### src/rtl/core/ils_pkg.sv
// ----------------------------------------------------------------------------
// ils_pkg
// Shared types, codes and defaults of the indexed list store.
// ----------------------------------------------------------------------------
package ils_pkg;

    localparam int CAPACITY_DEF   = 256;
    localparam int VALUE_BITS_DEF = 16;

    localparam logic [2:0] KIND_READ   = 3'd0;
    localparam logic [2:0] KIND_FRONT  = 3'd1;
    localparam logic [2:0] KIND_APPEND = 3'd2;
    localparam logic [2:0] KIND_INSERT = 3'd3;
    localparam logic [2:0] KIND_DELETE = 3'd4;

    localparam logic [1:0] ST_DONE    = 2'd0;
    localparam logic [1:0] ST_INVALID = 2'd1;
    localparam logic [1:0] ST_FULL    = 2'd2;

    typedef struct packed {
        logic [2:0]  kind;
        logic [7:0]  position;
        logic [15:0] value;
    } item_in_t;

    typedef struct packed {
        logic [15:0] read_data;
        logic        found;
        logic [1:0]  status;
        logic [8:0]  entry_count;
    } item_out_t;

    // controller to datapath
    typedef struct packed {
        logic capture;
        logic load_ptr;
        logic rd_pos;
        logic shift_rd;
        logic wr_value;
        logic finish;
    } ctl_cmd_t;

    // datapath to controller
    typedef struct packed {
        logic read_ok;
        logic error;
        logic insert;
        logic shift_empty;
        logic ptr_at_end;
    } dp_status_t;

endpackage

### src/rtl/core/ils_ctrl.sv
// ----------------------------------------------------------------------------
// ils_ctrl
// Sequencer: acts on the datapath's decode of the captured item and steps the read, shift and write phases.
// ----------------------------------------------------------------------------
module ils_ctrl (
    input  logic               clk,
    input  logic               rst_n,
    input  logic               start,
    output logic               busy,
    input  ils_pkg::dp_status_t st,
    output ils_pkg::ctl_cmd_t   cmd
);
    import ils_pkg::*;

    localparam logic [2:0] S_IDLE   = 3'd0;
    localparam logic [2:0] S_DECODE = 3'd1;
    localparam logic [2:0] S_SHIFT  = 3'd2;
    localparam logic [2:0] S_DRAIN  = 3'd3;
    localparam logic [2:0] S_TAIL   = 3'd4;
    localparam logic [2:0] S_RDWAIT = 3'd5;

    logic [2:0] state_reg;
    logic [2:0] state_next;

    assign busy = (state_reg != S_IDLE);

    always_comb
    begin
        state_next = state_reg;
        cmd        = '0;
        case (state_reg)
            S_IDLE:
            begin
                if (start)
                begin
                    cmd.capture = 1'b1;
                    state_next  = S_DECODE;
                end
            end
            S_DECODE:
            begin
                if (st.read_ok)
                begin
                    cmd.rd_pos = 1'b1;
                    state_next = S_RDWAIT;
                end
                else if (st.error)
                begin
                    cmd.finish = 1'b1;
                    state_next = S_IDLE;
                end
                else if (!st.shift_empty)
                begin
                    cmd.load_ptr = 1'b1;
                    state_next   = S_SHIFT;
                end
                else if (st.insert)
                begin
                    state_next = S_TAIL;
                end
                else
                begin
                    cmd.finish = 1'b1;
                    state_next = S_IDLE;
                end
            end
            S_SHIFT:
            begin
                cmd.shift_rd = 1'b1;
                if (st.ptr_at_end)
                begin
                    state_next = S_DRAIN;
                end
            end
            S_DRAIN:
            begin
                if (st.insert)
                begin
                    state_next = S_TAIL;
                end
                else
                begin
                    cmd.finish = 1'b1;
                    state_next = S_IDLE;
                end
            end
            S_TAIL:
            begin
                cmd.wr_value = 1'b1;
                cmd.finish   = 1'b1;
                state_next   = S_IDLE;
            end
            S_RDWAIT:
            begin
                cmd.finish = 1'b1;
                state_next = S_IDLE;
            end
            default:
            begin
                state_next = S_IDLE;
            end
        endcase
    end

    always_ff @(posedge clk or negedge rst_n)
    begin
        if (!rst_n)
        begin
            state_reg <= S_IDLE;
        end
        else
        begin
            state_reg <= state_next;
        end
    end

endmodule

### config.mk
export PLATFORM = sky130hd
export DESIGN_NAME = ils_ctrl
export DESIGN_NICKNAME = d
export VERILOG_FILES = /design/src/rtl/core/ils_pkg.sv /design/src/rtl/core/ils_ctrl.sv
export SDC_FILE = /design/constraint.sdc
export NUM_CORES = 1
export LEC_CHECK = 0
export BUFFER_PORTS_ARGS = -buffer_cell sky130_fd_sc_hd__buf_4
export CAP_MARGIN = 20
export CORE_AREA = 5 5 42 44
export CTS_BUF_LIST = sky130_fd_sc_hd__clkbuf_8
export CTS_CLUSTER_DIAMETER = 100
export DETAILED_ROUTE_END_ITERATION = 10
export DIE_AREA = 0 0 47 49
export GPL_TIMING_DRIVEN = 0
export HOLD_SLACK_MARGIN = 0.03
export MAX_ROUTING_LAYER = met4
export SLEW_MARGIN = 20
export SYNTH_ARGS = -nofsm -noshare
export SYNTH_HDL_FRONTEND = slang
export SYNTH_SLANG_ARGS = --single-unit
export TNS_END_PERCENT = 10
### constraint.sdc
create_clock -name clk -period 1.5 [get_ports clk]
set_clock_uncertainty 0.05 [all_clocks]
set_input_delay 0.225 -clock clk [delete_from_list [all_inputs] [get_ports clk]]
set_output_delay 0.225 -clock clk [all_outputs]
set_load 0.005 [all_outputs]
==> flow_metrics.env <==
export IMPL_path_buf_inv=2
export IMPL_fin_crit_ns=1.607
export IMPL_grt_ovfl_total=0
export IMPL_dp_cells=57
export IMPL_clkTransAtPathRegs_ns=0.03
export IMPL_layout_cells_non_filler=65
export IMPL_cts_tree="yes"
export IMPL_min_path_type="in -> reg"
export IMPL_setup_ws_ns=-0.1072
export IMPL_power_w=0.0008022
export IMPL_cp_start_kind="flip-flop"
export IMPL_arrival_ns=1.33
export IMPL_drt_iter0_drc=3
export IMPL_status="finished, violations left"
export IMPL_clk_latency_ns=0.22
export IMPL_rsz0062_at_grt="true"
export IMPL_cp_required_ns=1.22
export IMPL_synthDistinctLibCells=17
export IMPL_route_detailed_drc=0
export IMPL_path_max_fanout=5
export IMPL_syn_cell_area_sq_um=236.5
export IMPL_synth_top_cell_area_share_pct=31.75
export IMPL_path_class="reg -> out"
export IMPL_io_buffers=14
export IMPL_antenna_found_initial=0
export IMPL_diodes=0
export IMPL_syn_area_per_cell_sq_um=8.758
export IMPL_critPathTopFamily="flip-flops"
export IMPL_nFillCells=164
export IMPL_fp_dieArea_sq_um=2303
export IMPL_setup_violations=4
export IMPL_die_w_microns=47
export IMPL_ys_warn_count=0
export IMPL_cts_buffers=3
export IMPL_failed_checks="setup timing"
export IMPL_avgViaCountPerCell=4.154
export IMPL_syn2layout_area_growth_pct=98.94
export IMPL_path_cells="buf_6 > or3_1 > o21ai_1 > buf_4"
export IMPL_synth_area_leaders="dfrtp_1 32%, nor3b_1 9.5%, a211oi_1 6.3%"
export IMPL_synth_seq_area_share_pct=31.75
export IMPL_postSynthCellCount=27
export IMPL_grt_max_degree=8
export IMPL_slew_viol_final=0
export IMPL_final_period_utilization_pct=107.1
export IMPL_leakage_nw=0.2191
export IMPL_yosysTopAreaCell="dfrtp_1"
export IMPL_grt_pass1_vias=271
export IMPL_grtUsageTotal_pct=7.370
export IMPL_start_util_pct=16.88
export IMPL_slowest_delay_ns=0.36
export IMPL_hold_depth=3
export IMPL_cp_slowest_cell="dfrtp_1"
export IMPL_endpoint_kind="output pin"
export IMPL_hold_viol=0
export IMPL_h_tree_depth=1
export IMPL_maxCapViolCount=0
export IMPL_cp_depth=4
export IMPL_hpwl_microns=474.9
export IMPL_worst_pin_slew_ns=0.2287
export IMPL_io_pins=15
export IMPL_syn_nets=35
export IMPL_routabilityCongestion=0.6727
export IMPL_fp_dieH_microns=49
export IMPL_ant_nets=0
export IMPL_drive_gt1_share_pct=61.22
export IMPL_core_sq_um=1401
export IMPL_final_common_cell="buf_4"
export IMPL_cts_buffer_depth=2
export IMPL_cts_root_buf="clkbuf_8"
export IMPL_via_count=270
export IMPL_wirelength_microns=727
export IMPL_slew_headroom_pct=84.66
export IMPL_layout_common_cells="16 x buf_4, 3 x nor3b_1, 3 x inv_1, 3 x clkbuf_8"
export IMPL_drt_pass1_iterations=2
export IMPL_rows=14
export IMPL_synth_seq_cells=3
export IMPL_grt_pass1_wl_mm=1.152
export IMPL_ir_drop_uv=466.1
export IMPL_power_density_nw_per_um2=1705
export IMPL_fmax_mhz=622.2
export IMPL_post_drt_wl_per_cell_microns=11.18
export IMPL_nets=58
export IMPL_cts_sinks=3
export IMPL_rr_worst_depth=5
export IMPL_largest_reg_flops=3
==> stage by stage <==
| stage | worst slack (ns) | setup TNS [ns] | instance area (sq um) | utilization (%) | hold slack, ns |
|---|---|---|---|---|---|
| after floorplan | 0.1174 | 0 | 236.5 | - | -0.1206 |
| after global placement | -0.02667 | -0.03367 | 361.6 | 25.80 | -0.03516 |
| after detailed placement | -0.02109 | -0.03024 | 361.6 | 25.80 | -0.03546 |
| after CTS | -0.1331 | -0.3462 | 452.9 | 32.32 | 0.2439 |
| after global routing | -0.1520 | -0.4865 | 470.5 | 33.57 | 0.2837 |
| final | -0.1072 | -0.3078 | 470.5 | 33.57 | 0.2596 |
==> worst reg2reg max path, delay by kind of cell, from the launching register on <==
kind,cells,cell delay [ns]
simple gates,1,0.18
buf+inv,2,0.24
flops,1,0.33
compound gates,2,0.32
==> layer usage <==
layer  up-vias  wire [microns]  global-route usage [%]
met4         0               0                   8.295
li1        137               -                       -
met1       123             303                   9.471
met5         -               0                       -
met3         0              63                       0
met2        10             360                   9.276
==> worst paths after layout <==
| check | from | endpoint | slack, ns |
|---|---|---|---|
| max | state_reg[1]$_DFFE_PN0P_ | cmd[0] | -0.11 |
| min | st[2] | state_reg[2]$_DFFE_PN0P_ | 0.26 |
| max reg2reg | state_reg[1]$_DFFE_PN0P_ | state_reg[0]$_DFFE_PN0P_ | 0.26 |
| min reg2reg | state_reg[0]$_DFFE_PN0P_ | state_reg[0]$_DFFE_PN0P_ | 0.51 |
| max in group asynchronous | rst_n | state_reg[0]$_DFFE_PN0P_ | 1.01 |
| min in group asynchronous | rst_n | state_reg[2]$_DFFE_PN0P_ | 0.29 |
==> cells by family (layout without fill, tap and decap cells) <==
logic type | Yosys count | count (layout) | synth area share, %
AND/OR/NAND/NOR | 14 | 14 | 41.27
buffers and inverters | 3 | 25 | 7.937
flip-flops | 3 | 3 | 31.75
multiplexers | 1 | 1 | 4.233
AO/OA/AOI/OAI | 6 | 6 | 14.81
==> cells in the mapped netlist, drive strengths merged <==
cell type,count
mux2i,1
nand2b,2
nor3b,3
nor2b,1
or3,2
or2,1
inv,2
nor2,3
a21oi,2
o21ai,2
buf,1
dfrtp,3
and2b,1
or4,1
a211oi,2
==> final cells by class <==
| class | count | area [sq um] | area share (%) |
|---|---|---|---|
| multi-input combinational | 21 | 167.7 | 35.64 |
| inverter | 2 | 7.507 | 1.596 |
| clock buffer | 3 | 41.29 | 8.777 |
| timing repair buffer | 18 | 141.4 | 30.05 |
| buffer | 1 | 11.26 | 2.394 |
| sequential | 3 | 77.57 | 16.49 |
| tap | 16 | 20.02 | 4.255 |
| clock inverter | 1 | 3.754 | 0.7979 |
==> power breakdown <==
part	leakage [nW]	switching (W)	internal, W
sequential	0.0363	0.0000409	0.000116
clock	0.0269	0.0000560	0.000174
combinational	0.156	0.000158	0.000256
total	0.219	0.000255	0.000547
==> what timing repair did <==
| item | CTS | global route |
|---|---|---|
| hold endpoints to repair | 3 | 0 |
| pin swaps | 2 | 3 |
| setup endpoints to repair | 4 | 6 |
| setup buffers | 2 | 1 |
| hold buffers | 1 | 0 |
| gates resized for setup | 6 | 3 |
Note: power is estimated with default switching activity, not from simulation.
